File: src/utf8d_pkg.sv
`default_nettype none
// ----------------------------------------------------------------------------
// utf8d_pkg
// Shared types, widths and status codes of the utf-8 code point decoder.
// ----------------------------------------------------------------------------
package utf8d_pkg;

    localparam int OFFSET_WIDTH  = 32;
    localparam int BYTE_START_W  = 32;
    localparam int CP_W          = 21;
    localparam int LEN_W         = 3;
    localparam int STATUS_W      = 2;

    localparam int QUEUE_DEPTH   = 2;
    localparam int QUEUE_AW      = (QUEUE_DEPTH > 1) ? $clog2(QUEUE_DEPTH) : 1;
    localparam int QUEUE_CW      = $clog2(QUEUE_DEPTH + 1);

    typedef logic [STATUS_W-1:0] t_status;
    typedef logic [7:0]          t_byte;

    localparam t_status ST_CODE  = 2'd0;
    localparam t_status ST_END   = 2'd1;
    localparam t_status ST_SHORT = 2'd2;
    localparam t_status ST_ERROR = 2'd3;

    // one decoded item on its way from the front to the back
    typedef struct packed {
        t_status                 status;
        logic [3:0][7:0]         seq;
        logic [LEN_W-1:0]        len;
        logic [BYTE_START_W-1:0] byte_start;
    } t_cmd;

    typedef struct packed {
        logic valid;
        t_cmd cmd;
    } t_qent;

endpackage
`default_nettype wire

File: src/utf8d_if.sv
`default_nettype none
// ----------------------------------------------------------------------------
// utf8d_if
// Valid/ready channels of the decoder: byte input and result output.
// ----------------------------------------------------------------------------
interface utf8d_in_if;
    logic       valid;
    logic       ready;
    logic       mode;
    logic [7:0] data_byte;

    modport source (output valid, output mode, output data_byte, input ready);
    modport sink   (input valid, input mode, input data_byte, output ready);
endinterface

interface utf8d_out_if;
    import utf8d_pkg::*;

    logic                    valid;
    logic                    ready;
    logic [STATUS_W-1:0]     status;
    logic [CP_W-1:0]         code_point;
    logic [BYTE_START_W-1:0] byte_start;
    logic [LEN_W-1:0]        byte_length;

    modport source (output valid, output status, output code_point,
                    output byte_start, output byte_length, input ready);
    modport sink   (input valid, input status, input code_point,
                    input byte_start, input byte_length, output ready);
endinterface
`default_nettype wire

File: src/utf8d_front.sv
`default_nettype none
// ----------------------------------------------------------------------------
// utf8d_front
// Accepts bytes, tracks the open sequence, classifies each completed
// sequence as good or bad and pushes results into the queue.
// ----------------------------------------------------------------------------
module utf8d_front (
    input  logic               i_clk,
    input  logic               i_rst_n,
    utf8d_in_if.sink           i_in,
    input  logic               i_full,
    output utf8d_pkg::t_qent   o_push
);
    import utf8d_pkg::*;

    t_byte                   r_held [3];
    t_byte                   n_held [3];
    logic [1:0]              r_bh, n_bh;
    logic [LEN_W-1:0]        r_exp, n_exp;
    logic [OFFSET_WIDTH-1:0] r_offset, n_offset;
    logic                    r_err, n_err;

    logic                    fire;
    t_byte                   b;
    logic [LEN_W-1:0]        lead_len;
    logic [LEN_W-1:0]        fin_len;
    logic [3:0][7:0]         seq;
    logic                    seq_ok;

    function automatic logic [LEN_W-1:0] lead_length(input t_byte v);
        logic [LEN_W-1:0] l;
        priority if ((v & 8'h80) == 8'h00) l = 3'd1;
        else if ((v & 8'hE0) == 8'hC0)     l = 3'd2;
        else if ((v & 8'hF0) == 8'hE0)     l = 3'd3;
        else if ((v & 8'hF8) == 8'hF0)     l = 3'd4;
        else                               l = 3'd0;
        return l;
    endfunction

    // continuation bytes plus overlong and upper bound checks, done on bits
    function automatic logic seq_valid(input logic [LEN_W-1:0] len,
                                       input logic [3:0][7:0] s);
        logic c1, c2, c3, ok;
        c1 = (s[1][7:6] == 2'b10);
        c2 = (s[2][7:6] == 2'b10);
        c3 = (s[3][7:6] == 2'b10);
        unique case (len)
            3'd1: ok = 1'b1;
            3'd2: ok = c1 && (s[0][4:1] != 4'd0);
            3'd3: ok = c1 && c2 && ((s[0][3:0] != 4'd0) || s[1][5]);
            3'd4: ok = c1 && c2 && c3
                       && ((s[0][2:0] != 3'd0) || (s[1][5:4] != 2'd0))
                       && ((s[0][2:0] < 3'd4)
                           || ((s[0][2:0] == 3'd4) && (s[1][5:4] == 2'd0)));
            default: ok = 1'b0;
        endcase
        return ok;
    endfunction

    function automatic logic [BYTE_START_W-1:0] to_byte_start(
        input logic [OFFSET_WIDTH-1:0] off);
        logic [63:0] w;
        w = 64'(off);
        return w[BYTE_START_W-1:0];
    endfunction

    assign i_in.ready = !i_full;
    assign fire       = i_in.valid && !i_full;
    assign b          = i_in.data_byte;
    assign lead_len   = lead_length(b);
    assign fin_len    = (r_bh == 2'd0) ? lead_len : r_exp;

    // held bytes first, the current byte last
    always_comb begin
        seq[0] = (fin_len == 3'd1) ? b : r_held[0];
        seq[1] = (fin_len == 3'd2) ? b : r_held[1];
        seq[2] = (fin_len == 3'd3) ? b : r_held[2];
        seq[3] = b;
    end

    assign seq_ok = seq_valid(fin_len, seq);

    always_comb begin
        logic do_fail;
        logic do_finish;
        n_held   = r_held;
        n_bh     = r_bh;
        n_exp    = r_exp;
        n_offset = r_offset;
        n_err    = r_err;
        do_fail   = 1'b0;
        do_finish = 1'b0;
        o_push                 = '0;
        o_push.cmd.byte_start  = to_byte_start(r_offset);

        if (fire && !r_err) begin
            if (i_in.mode) begin
                o_push.valid      = 1'b1;
                o_push.cmd.status = (r_bh == 2'd0) ? ST_END : ST_SHORT;
            end else if (r_bh == 2'd0) begin
                if (lead_len == 3'd0) begin
                    do_fail = 1'b1;
                end else if (lead_len == 3'd1) begin
                    do_finish = 1'b1;
                end else begin
                    n_held[0] = b;
                    n_bh      = 2'd1;
                    n_exp     = lead_len;
                end
            end else begin
                if (r_exp < 3'd2 || r_exp > 3'd4 || {1'b0, r_bh} >= r_exp) begin
                    do_fail = 1'b1;
                end else if ({1'b0, r_bh} + 3'd1 == r_exp) begin
                    do_finish = 1'b1;
                end else begin
                    n_held[r_bh] = b;
                    n_bh         = r_bh + 2'd1;
                end
            end

            if (do_finish && !seq_ok) begin
                do_fail = 1'b1;
            end else if (do_finish) begin
                o_push.valid      = 1'b1;
                o_push.cmd.status = ST_CODE;
                o_push.cmd.seq    = seq;
                o_push.cmd.len    = fin_len;
                n_offset          = r_offset + OFFSET_WIDTH'(fin_len);
                n_bh              = 2'd0;
                n_exp             = '0;
            end

            if (do_fail) begin
                o_push.valid      = 1'b1;
                o_push.cmd.status = ST_ERROR;
                n_err             = 1'b1;
                n_bh              = 2'd0;
                n_exp             = '0;
            end
        end
    end

    always_ff @(posedge i_clk) begin
        r_held <= n_held;
        if (!i_rst_n) begin
            r_bh     <= 2'd0;
            r_exp    <= '0;
            r_offset <= '0;
            r_err    <= 1'b0;
        end else begin
            r_bh     <= n_bh;
            r_exp    <= n_exp;
            r_offset <= n_offset;
            r_err    <= n_err;
        end
    end

    // once an error is latched the front goes silent
    a_err_silent: assert property (@(posedge i_clk) disable iff (!i_rst_n)
        r_err |-> !o_push.valid)
        else $error("result pushed after latched error");

endmodule
`default_nettype wire

File: src/utf8d_queue.sv
`default_nettype none
// ----------------------------------------------------------------------------
// utf8d_queue
// Short queue between front and back so each side can stall on its own.
// ----------------------------------------------------------------------------
module utf8d_queue (
    input  logic              i_clk,
    input  logic              i_rst_n,
    input  utf8d_pkg::t_qent  i_push,
    input  logic              i_pop,
    output utf8d_pkg::t_qent  o_head,
    output logic              o_full
);
    import utf8d_pkg::*;

    t_cmd                  r_mem [QUEUE_DEPTH];
    logic [QUEUE_AW-1:0]   r_wr, n_wr;
    logic [QUEUE_AW-1:0]   r_rd, n_rd;
    logic [QUEUE_CW-1:0]   r_count, n_count;
    logic                  do_push;
    logic                  do_pop;

    assign do_push = i_push.valid;
    assign do_pop  = i_pop && (r_count != '0);
    assign o_full  = (r_count == QUEUE_CW'(QUEUE_DEPTH));

    assign o_head.valid = (r_count != '0);
    assign o_head.cmd   = r_mem[r_rd];

    always_comb begin
        n_wr    = r_wr;
        n_rd    = r_rd;
        n_count = r_count;
        if (do_push) begin
            n_wr = (r_wr == QUEUE_AW'(QUEUE_DEPTH - 1)) ? '0 : r_wr + 1'b1;
        end
        if (do_pop) begin
            n_rd = (r_rd == QUEUE_AW'(QUEUE_DEPTH - 1)) ? '0 : r_rd + 1'b1;
        end
        unique case ({do_push, do_pop})
            2'b10:   n_count = r_count + 1'b1;
            2'b01:   n_count = r_count - 1'b1;
            default: n_count = r_count;
        endcase
    end

    always_ff @(posedge i_clk) begin
        if (do_push) begin
            r_mem[r_wr] <= i_push.cmd;
        end
    end

    always_ff @(posedge i_clk) begin
        if (!i_rst_n) begin
            r_wr    <= '0;
            r_rd    <= '0;
            r_count <= '0;
        end else begin
            r_wr    <= n_wr;
            r_rd    <= n_rd;
            r_count <= n_count;
        end
    end

    a_no_overflow: assert property (@(posedge i_clk) disable iff (!i_rst_n)
        i_push.valid |-> (r_count != QUEUE_CW'(QUEUE_DEPTH)))
        else $error("push into full queue");

    a_count_range: assert property (@(posedge i_clk) disable iff (!i_rst_n)
        r_count <= QUEUE_CW'(QUEUE_DEPTH))
        else $error("queue count out of range");

endmodule
`default_nettype wire

File: src/utf8d_back.sv
`default_nettype none
// ----------------------------------------------------------------------------
// utf8d_back
// Pops classified items, assembles the code point and holds the result
// in the output register until the sink takes it.
// ----------------------------------------------------------------------------
module utf8d_back (
    input  logic              i_clk,
    input  logic              i_rst_n,
    input  utf8d_pkg::t_qent  i_head,
    output logic              o_pop,
    utf8d_out_if.source       o_out
);
    import utf8d_pkg::*;

    logic                    r_valid;
    t_status                 r_status;
    logic [CP_W-1:0]         r_cp;
    logic [BYTE_START_W-1:0] r_start;
    logic [LEN_W-1:0]        r_len;
    logic [CP_W-1:0]         n_cp;

    function automatic logic [CP_W-1:0] assemble(input logic [LEN_W-1:0] len,
                                                 input logic [3:0][7:0] s);
        logic [CP_W-1:0] cp;
        unique case (len)
            3'd1:    cp = {13'd0, s[0]};
            3'd2:    cp = {10'd0, s[0][4:0], s[1][5:0]};
            3'd3:    cp = {5'd0, s[0][3:0], s[1][5:0], s[2][5:0]};
            3'd4:    cp = {s[0][2:0], s[1][5:0], s[2][5:0], s[3][5:0]};
            default: cp = '0;
        endcase
        return cp;
    endfunction

    assign o_pop = i_head.valid && (!r_valid || o_out.ready);
    assign n_cp  = (i_head.cmd.status == ST_CODE)
                   ? assemble(i_head.cmd.len, i_head.cmd.seq) : '0;

    always_ff @(posedge i_clk) begin
        if (o_pop) begin
            r_status <= i_head.cmd.status;
            r_cp     <= n_cp;
            r_start  <= i_head.cmd.byte_start;
            r_len    <= (i_head.cmd.status == ST_CODE) ? i_head.cmd.len : '0;
        end
    end

    always_ff @(posedge i_clk) begin
        if (!i_rst_n) begin
            r_valid <= 1'b0;
        end else if (o_pop) begin
            r_valid <= 1'b1;
        end else if (o_out.ready) begin
            r_valid <= 1'b0;
        end
    end

    assign o_out.valid       = r_valid;
    assign o_out.status      = r_status;
    assign o_out.code_point  = r_cp;
    assign o_out.byte_start  = r_start;
    assign o_out.byte_length = r_len;

    // a code point result always carries a sequence length
    a_code_len: assert property (@(posedge i_clk) disable iff (!i_rst_n)
        (r_valid && r_status == ST_CODE) |-> (r_len != '0 && r_len <= 3'd4))
        else $error("code point result with bad length");

endmodule
`default_nettype wire

File: src/utf8_code_point_decoder.sv
`default_nettype none
// ----------------------------------------------------------------------------
// utf8_code_point_decoder
// Byte-stream utf-8 decoder: front classifier, two-entry queue, back end
// that assembles code points into a registered output.
// ----------------------------------------------------------------------------
// a completed result is written into a queue entry and then into the output register
// throughput: one byte per cycle while the queue is not full
// the two-entry queue lets the front keep taking bytes while a result waits
// reset (synchronous, active low) clears sequence state, offset, error latch
// and queue pointers; no clearing pass is needed
// ----------------------------------------------------------------------------
module utf8_code_point_decoder (
    input  logic          i_clk,
    input  logic          i_rst_n,
    utf8d_in_if.sink      i_in,
    utf8d_out_if.source   o_out
);
    import utf8d_pkg::*;

    t_qent w_push;
    t_qent w_head;
    logic  w_pop;
    logic  w_full;

    utf8d_front u_front (
        .i_clk   (i_clk),
        .i_rst_n (i_rst_n),
        .i_in    (i_in),
        .i_full  (w_full),
        .o_push  (w_push)
    );

    utf8d_queue u_queue (
        .i_clk   (i_clk),
        .i_rst_n (i_rst_n),
        .i_push  (w_push),
        .i_pop   (w_pop),
        .o_head  (w_head),
        .o_full  (w_full)
    );

    utf8d_back u_back (
        .i_clk   (i_clk),
        .i_rst_n (i_rst_n),
        .i_head  (w_head),
        .o_pop   (w_pop),
        .o_out   (o_out)
    );

endmodule
`default_nettype wire

File: src/flat_wrapper.sv
// flat-port wrapper written by rule: the top's interface ports become plain ports
module utf8_code_point_decoder_flat import utf8d_pkg::*;
  (i_clk, i_rst_n, i_in_valid, i_in_mode, i_in_data_byte, i_in_ready, o_out_valid, o_out_status, o_out_code_point, o_out_byte_start, o_out_byte_length, o_out_ready);
  utf8d_in_if i_in_i ();
  utf8d_out_if o_out_i ();
  input  logic i_clk;
  input  logic i_rst_n;
  input wire logic [$bits(i_in_i.valid)-1:0] i_in_valid;
  input wire logic [$bits(i_in_i.mode)-1:0] i_in_mode;
  input wire logic [$bits(i_in_i.data_byte)-1:0] i_in_data_byte;
  output wire logic [$bits(i_in_i.ready)-1:0] i_in_ready;
  output wire logic [$bits(o_out_i.valid)-1:0] o_out_valid;
  output wire logic [$bits(o_out_i.status)-1:0] o_out_status;
  output wire logic [$bits(o_out_i.code_point)-1:0] o_out_code_point;
  output wire logic [$bits(o_out_i.byte_start)-1:0] o_out_byte_start;
  output wire logic [$bits(o_out_i.byte_length)-1:0] o_out_byte_length;
  input wire logic [$bits(o_out_i.ready)-1:0] o_out_ready;
  assign i_in_i.valid = i_in_valid;
  assign i_in_i.mode = i_in_mode;
  assign i_in_i.data_byte = i_in_data_byte;
  assign i_in_ready = i_in_i.ready;
  assign o_out_valid = o_out_i.valid;
  assign o_out_status = o_out_i.status;
  assign o_out_code_point = o_out_i.code_point;
  assign o_out_byte_start = o_out_i.byte_start;
  assign o_out_byte_length = o_out_i.byte_length;
  assign o_out_i.ready = o_out_ready;
  utf8_code_point_decoder u_core (.i_clk(i_clk), .i_rst_n(i_rst_n), .i_in(i_in_i), .o_out(o_out_i));
endmodule
File: config.mk
export PLATFORM = sky130hd
export DESIGN_NAME = utf8_code_point_decoder_flat
export DESIGN_NICKNAME = d
export VERILOG_FILES = /design/src/utf8d_pkg.sv /design/src/utf8d_if.sv /design/src/utf8d_front.sv /design/src/utf8d_queue.sv /design/src/utf8d_back.sv /design/src/utf8_code_point_decoder.sv /design/src/flat_wrapper.sv
export SDC_FILE = /design/constraint.sdc
export NUM_CORES = 1
export LEC_CHECK = 0
export BUFFER_PORTS_ARGS = -buffer_cell sky130_fd_sc_hd__buf_2
export CORE_MARGIN = 8
export CORE_UTILIZATION = 49
export DETAILED_ROUTE_END_ITERATION = 8
export GPL_TIMING_DRIVEN = 0
export PLACE_DENSITY_LB_ADDON = 0.08
export SLEW_MARGIN = 20
export SYNTH_ARGS = -nofsm -noshare
export SYNTH_HDL_FRONTEND = slang
export SYNTH_SLANG_ARGS = --single-unit
File: constraint.sdc
create_clock -name i_clk -period 7.75 [get_ports i_clk]
set_input_delay 0.775 -clock i_clk [delete_from_list [all_inputs] [get_ports i_clk]]
set_output_delay 0.775 -clock i_clk [all_outputs]
set_load 0.02 [all_outputs]
# Word-level counts from Yosys, hierarchy flattened
# Memories as Yosys holds them, arrays and structs flattened. A register that Yosys moved wholly into a read port is not among the register bits.
# Index checks and enable logic that the tools add are counted.
[totals] regBits=125 latch_bits=0 mem_bits_rw=138 romBits=0 inputBits=13 output_inout_bits=60 word_cells=160 mem_count=1
[op_classes] add_sub_neg=7 n_mul=0 div_mod_pow=0 order_cmp=6 n_eq_ne=24 shifts=0 muxes=62 bitwise_logic=6 reduce_logical=39
[memory_table] name="u_core.u_queue.r_mem" words=2 width=69 read_ports=1 rd_ports_with_merged_regs=1 write_ports=1 line="utf8d_queue.sv:16" source="t_cmd r_mem [QUEUE_DEPTH];"
[ops] operator="38-bit 2-to-1 mux" count=3
[ops] operator="21-bit case mux with 4 select lines" count=1
[ops] operator="8-bit 2-to-1 mux" count=7
[ops] operator="24-bit 2-to-1 mux" count=2
[ops] operator="3-bit 2-to-1 mux" count=14
[ops] operator="32-bit by 3-bit adder with 32-bit output" count=1
[ops] operator="24-bit bitwise mux" count=1
[ops] operator="1-bit 2-to-1 mux" count=21
[ops] operator="2-bit 2-to-1 mux" count=10
[ops] operator="8-bit demux with 2-bit select" count=1
[ops] operator="1-bit logical AND" count=13
[ops] operator="3-bit by 2-bit equality test with 1-bit output (second input constant)" count=4
[ops] operator="3-bit equality test (second input constant)" count=4
[ops] operator="2-bit equality test (second input constant)" count=5
[ops] operator="3-bit by 1-bit equality test with 1-bit output (second input constant)" count=3
[ops] operator="8-bit logical NOT" count=1
[ops] operator="2-bit inequality test (second input constant)" count=4
[ops] operator="2-bit nonzero test" count=4
[ops] operator="4-bit nonzero test" count=2
[ops] operator="2-bit logical NOT" count=3
[ops] operator="1-bit logical OR" count=6
[ops] operator="6-bit AND reduction" count=1
[ops] operator="5-bit equality test (second input constant)" count=1
[ops] operator="1-bit inverter" count=5
[ops] operator="other kinds (22)" count=27

# Longest topological paths before layout
[logic_depth] ltp_word=22 ltp_mapped=15 mapped_depth_nobuf=14

# Cells and area by module
# Synthesis repeated with hierarchy kept, for this count alone.
[unflattened] cells_unflattened=771 area_unflattened_um2=11086.9
[by_module_without_submodules] module="utf8d_queue" instances=1 cells_each=238 area_per_inst_um2=5200.0 seq_area_each_um2=4244.1
[by_module_without_submodules] module="utf8d_front" instances=1 cells_each=397 area_per_inst_um2=3543.4 seq_area_each_um2=1481.4
[by_module_without_submodules] module="utf8d_back" instances=1 cells_each=136 area_per_inst_um2=2343.5 seq_area_each_um2=1761.7

# Worst setup path before layout
# OpenSTA, ideal clock, no wires.
[synth_timing] path_type="register -> register" start="reg u_core.u_front.r_bh[0]" end="mem u_core.u_queue.r_mem[0][0] in the netlist's numbering, enable pin" setup_ns=0.485 t_arrival_ns=4.439 t_required_ns=7.265 slack_ns=2.826 stages_incl_launch_ff=10 path_buffers=0 synth_period_minus_slack_ns=4.924 path_cell_list="dfxtp_1 inv_1 ha_1 nand2b_1 a2111oi_0 or2_2 o21ai_0 a2bb2oi_1 o21ai_0 nor2_1"
[synth_via] elab_chain_cells=18 elab_cells_between_ends=51 classes_between="add/sub (1); order compare (2); eq/ne (8); mux (21); reduce/logical (19)"
[synth_rtl] element="start, declared" line="utf8d_front.sv:18" source="logic [1:0] r_bh, n_bh;"
[synth_rtl] element="start signal, assigned" line="utf8d_front.sv:151" source="r_bh <= n_bh;"
[synth_rtl] element="parallel branches: the longest is 14 deep, another holds 3-bit < comparator"
[synth_rtl] element="3-bit 2-to-1 mux *" line="utf8d_front.sv:133" source="if (do_fail) begin"
[synth_rtl] element="38-bit 2-to-1 mux *" line="utf8d_front.sv:96" source="if (fire && !r_err) begin"
[synth_rtl] element="1-bit 2-to-1 mux *" line="utf8d_queue.sv:48" source="if (do_push) begin"
[synth_rtl] element="1-bit 2-to-1 mux (implied by the code) *" line="utf8d_queue.sv:49" source="r_mem[r_wr] <= i_push.cmd;"
[synth_rtl] element="end, declared" line="utf8d_queue.sv:16"
# Every way passes the cells marked *. The select of a mux whose other input is x is not followed.

==> flow_results.org <==
** Logic synthesis
- Share of the synthesized area in compound gates (AO/OA/AOI/OAI) :: 0.0882
- In the synthesized netlist, the cells that appear most often are 208 x sky130_fd_sc_hd__edfxtp_1, 113 x sky130_fd_sc_hd__nor2_1, 51 x sky130_fd_sc_hd__a21oi_1, 44 x sky130_fd_sc_hd__dfxtp_1, 43 x sky130_fd_sc_hd__mux2_2.
- For this run, the number of Yosys warnings is 0.
- Of the total synthesized cell area, the portion taken by XOR and XNOR cells is 0.0150.
- Most numerous cell in the Yosys netlist :: sky130_fd_sc_hd__edfxtp_1
- Syn_area_per_cell :: around 13 um2
- The synthesized netlist occupies a cell area of around 11000 um2.
- Simple-Gate Fraction of Synth Area :: 0.109
- Fraction of synthesized cell area taken by the top area cell type :: 0.592
- Of the total synthesized cell area, the portion taken by full adders, half adders and majority gates is 0.0138.
- The synthesized design spends more area on one cell type than any other, namely sky130_fd_sc_hd__edfxtp_1.
- Ranked by total cell area, the synthesized netlist is headed by sky130_fd_sc_hd__edfxtp_1 59%, sky130_fd_sc_hd__dfxtp_1 8.4%, sky130_fd_sc_hd__mux2_2 4.6%.
- Register bit count reported by yosys :: between 200 and 300
- Multiplexer area fraction after synthesis :: 0.0758
- Top FF cell, synth :: sky130_fd_sc_hd__edfxtp_1
- Number of distinct library cells after synthesis :: between 60 and 70
- The number of nets handed over by synthesis was 824.
- Count of mapped cells out of synthesis :: 800
- Number of enable-type register cells in the synthesized netlist :: between 200 and 250
- Sequential area share after synthesis :: 0.676
- After synthesis, the share of flip-flops with an asynchronous set or reset is 0.
- Dominant combinational cell family by area after synthesis :: simple AND/OR/NAND/NOR gates

** Clock tree
- No sink is reached through more buffers than the 3 on the longest clock path.
- Resized Gates After CTS :: 0
- CTS built an H-tree with a depth of 1.
- Buffers inserted during clock tree synthesis total 25.
- Buffers inserted to repair hold after CTS numbered 0.
- Cell chosen for the clock root :: sky130_fd_sc_hd__clkbuf_16
- After clock tree synthesis, the clock-pin slew on the worst setup and hold paths is ~0.060 ns.
- TritonCTS clock tree :: done
- After clock tree synthesis, the setup repair step added 0 buffers.
- For this design, the sink count on the clock tree is between 200 and 300.
- Clock latency on the worst-skew pair :: ~0.52 ns

** Die
- Initial cell density of the core :: 0.500
- After floorplanning, the core was divided into 53 placement rows.
- Number of top-level pins :: between 70 and 80
- The floorplan step set the die width to 163 um.
- The die is 163 um tall.
- Total die area :: 26500 um2
- The total area inside the core boundary comes to 21100 um2.

** Setup path
- Crit-path max FO :: 10
- Cell breakdown of the critical path :: inv_1 -> ha_1 -> buf_2 -> nand2_1 -> o22ai_1 -> inv_2 -> or4_1 -> a22oi_2 -> mux2_2 -> nor2_1 -> clkbuf_1 -> clkbuf_1 -> nor2_1
- Biggest cell delay along the critical path :: about 0.52 ns
- CP top delay family :: buffers and inverters
- For the worst setup path, the data arrival time is between 4 and 5 ns.
- Kind of capture point of the worst setup path :: flop
- On the critical path, the stage with the largest delay is an instance of sky130_fd_sc_hd__or4_1.
- Buffers & Inverters on Critical Path :: 5
- The worst setup path is of the flop to flop kind.
- At the worst endpoint, the required time is around 8.0 ns.
- STA classifies the critical path startpoint as a flop.

** Finish
- Counting the fill cells in the layout gives 1745.
- 0 antenna diodes ended up in the layout.
- Relative to the synthesized area, the layout overhead comes to 15.4%.
- Final core utilization :: 0.577
- Share of layout cells above drive strength 1 :: 0.192
- For this run, the post-layout net count is 930.

** STA
- Remaining max-slew budget at the tightest pin :: 0.384
- Timing would allow up to 219 MHz.
- Worst Clk Skew :: 0.0198 ns
- Setup violations remaining at the end of the flow were counted as 0.
- Once routing completed, OpenROAD measured the worst setup slack at 3.18 ns.
- Of the available clock period, the critical path in the final layout requires 0.590.
- Total count of hold-check failures in the final report :: 0
- The worst path in the final design needs a cycle of roughly 4.6 ns, including I/O delays and setup.
- For the pin with the worst max-slew slack, the measured transition is 0.914 ns.
- Setup_tns :: 0 ns
- Worst slack on hold paths :: approximately 0.46 ns
- Setup repair after global routing missed its margin :: false
- Slew Limit Fails :: 0

** Global routing
- The total overflow left after global routing is 0.
- The initial antenna violation count is 0.
- Number of global-route vias before repair :: roughly 6300
- The first global-routing pass estimated approximately 34000 um of wire.
- GRT Resource Usage Total :: 0.161
- Largest net degree at the start of global routing :: 34

** Placement
- Routability cong. :: 0.823
- DPL Wire Length :: between 15000 and 20000 um
- Buffers placed on the I/O ports in this run total between 70 and 80.
- Worst slack at placement :: approximately 3 ns

** Power
- Dividing total power by cell area gives a power density of roughly 320 nW/um2.
- In this run the static leakage power is about 4.2 nW.
- Proportion of total power due to net switching :: 0.295
- In this run the power spent charging and discharging nets is around 1.1 mW.
- Of the total power, registers draw 0.469.
- The worst-case IR drop observed on VDD is 241 uV.
- The share of total power dissipated in the clock network is 0.289.
- Of the total power, combinational logic draws 0.242.
- The internal power of the cells totals between 2 and 3 mW.

** Worst hold path
- Worst hold-check path type :: flop to flop

** Run
- The tool flagged a number of max-cap violations equal to 0.

** Drt
- Dividing the detail-routed wire length by the instance count gives ~18 um.
- The routed layout has between 6000 and 7000 vias.
- Overall routed net length :: 21600 um
- After detailed routing, the number of remaining DRC violations is 0.
- After detailed routing, the number of vias per cell comes to between 5 and 6.
- The first TritonRoute pass finished after 7 iterations.
- The detail route stage leaves a number of antenna-violating nets equal to 0.
- For this block, the initial DRC count from the detailed router was 552.

** Outcome
- The flow ran to the end, and the final reports show no timing, DRC or antenna violations.
[cell type report]
class                      instances  area, um2  area share
tap                              275        344      0.0283
buffer                            27        108     0.00884
timing repair buffer              79        503      0.0413
clock inverter                    13       93.8     0.00771
inverter                          33        124      0.0102
multi-input combinational        488       3210       0.264
clock buffer                      33        656      0.0539
sequential                       252       7130       0.586
[sequential cells by signal (all words and copies together) (netlist names), 3 cells and up, named ones only]
name                             count
u_core.u_back.o_out.byte_length      3
u_core.u_back.o_out.byte_start      32
u_core.u_back.o_out.code_point      21
u_core.u_front.r_exp                 3
u_core.u_front.r_held               24
u_core.u_front.r_offset             32
u_core.u_queue.r_mem               126
[path summary, 6_finish.rpt]
path	startpoint	endpoint	slack, ns	depth (start not counted)
worst max-delay path	u_core.u_front.r_bh[0]$_SDFFE_PN0P_	u_core.u_queue.r_mem[0][46]$_DFFE_PP_	3.18	13
worst min-delay path	u_core.u_front.r_err$_SDFFE_PN0P_	u_core.u_front.r_err$_SDFFE_PN0P_	0.46	1
worst max register to register	u_core.u_front.r_bh[0]$_SDFFE_PN0P_	u_core.u_queue.r_mem[0][46]$_DFFE_PP_	3.18	13
worst min register to register	u_core.u_front.r_err$_SDFFE_PN0P_	u_core.u_front.r_err$_SDFFE_PN0P_	0.46	1
[routing by layer]
metal | up-vias | wire length (um) | GRT usage
met3 | 30 | 1500 | 0.0308
li1 | 3179 | - | -
met4 | 0 | 367 | 0.0430
met1 | 3190 | 10200 | 0.231
met5 | - | 0 | 0
met2 | 212 | 9590 | 0.246
[through the flow]
stage | area, um2 | total power, mW | instances
floorplan | 10500 | 2.46 | 800
global placement | 11200 | 2.72 | 1147
detailed placement | 11400 | 2.77 | 1154
CTS | 12200 | 3.88 | 1200
global route | 12200 | 4.02 | 1200
finish | 12200 | 3.83 | 1200
[cells by family after synthesis]
| family | count (synthesis) |
|---|---|
| buffers and inverters | 60 |
| adder cells (fa/ha/maj) | 11 |
| AND/OR/NAND/NOR | 245 |
| multiplexers | 74 |
| flip-flops | 252 |
| XOR/XNOR | 18 |
| AO/OA/AOI/OAI | 140 |
[cells in the final DEF (no fill, tap or decap), drive strengths merged, types with 8 or more instances in the layout]
cell / instances
nand3: 12
mux2i: 30
mux2: 44
nor3: 9
buf: 89
xnor2: 15
nor2: 113
nand2: 41
a2111oi: 12
clkinv: 9
a221oi: 8
edfxtp: 208
o21ai: 28
nand2b: 8
o22ai: 10
ha: 10
inv: 35
nor2b: 9
or3: 16
dfxtp: 44
clkbuf: 50
a21oi: 52
[power groups by stage]
stage	clock network (mW)	logic, mW	registers, mW
4_1_cts	1.14	0.942	1.80
3_5_place_dp	0	0.937	1.83
3_3_place_gp	0	0.865	1.85
6_report	1.11	0.928	1.80
2_1_floorplan	0	0.462	1.99
5_1_grt	1.19	1.01	1.82
(Power assumes the default switching activity.)
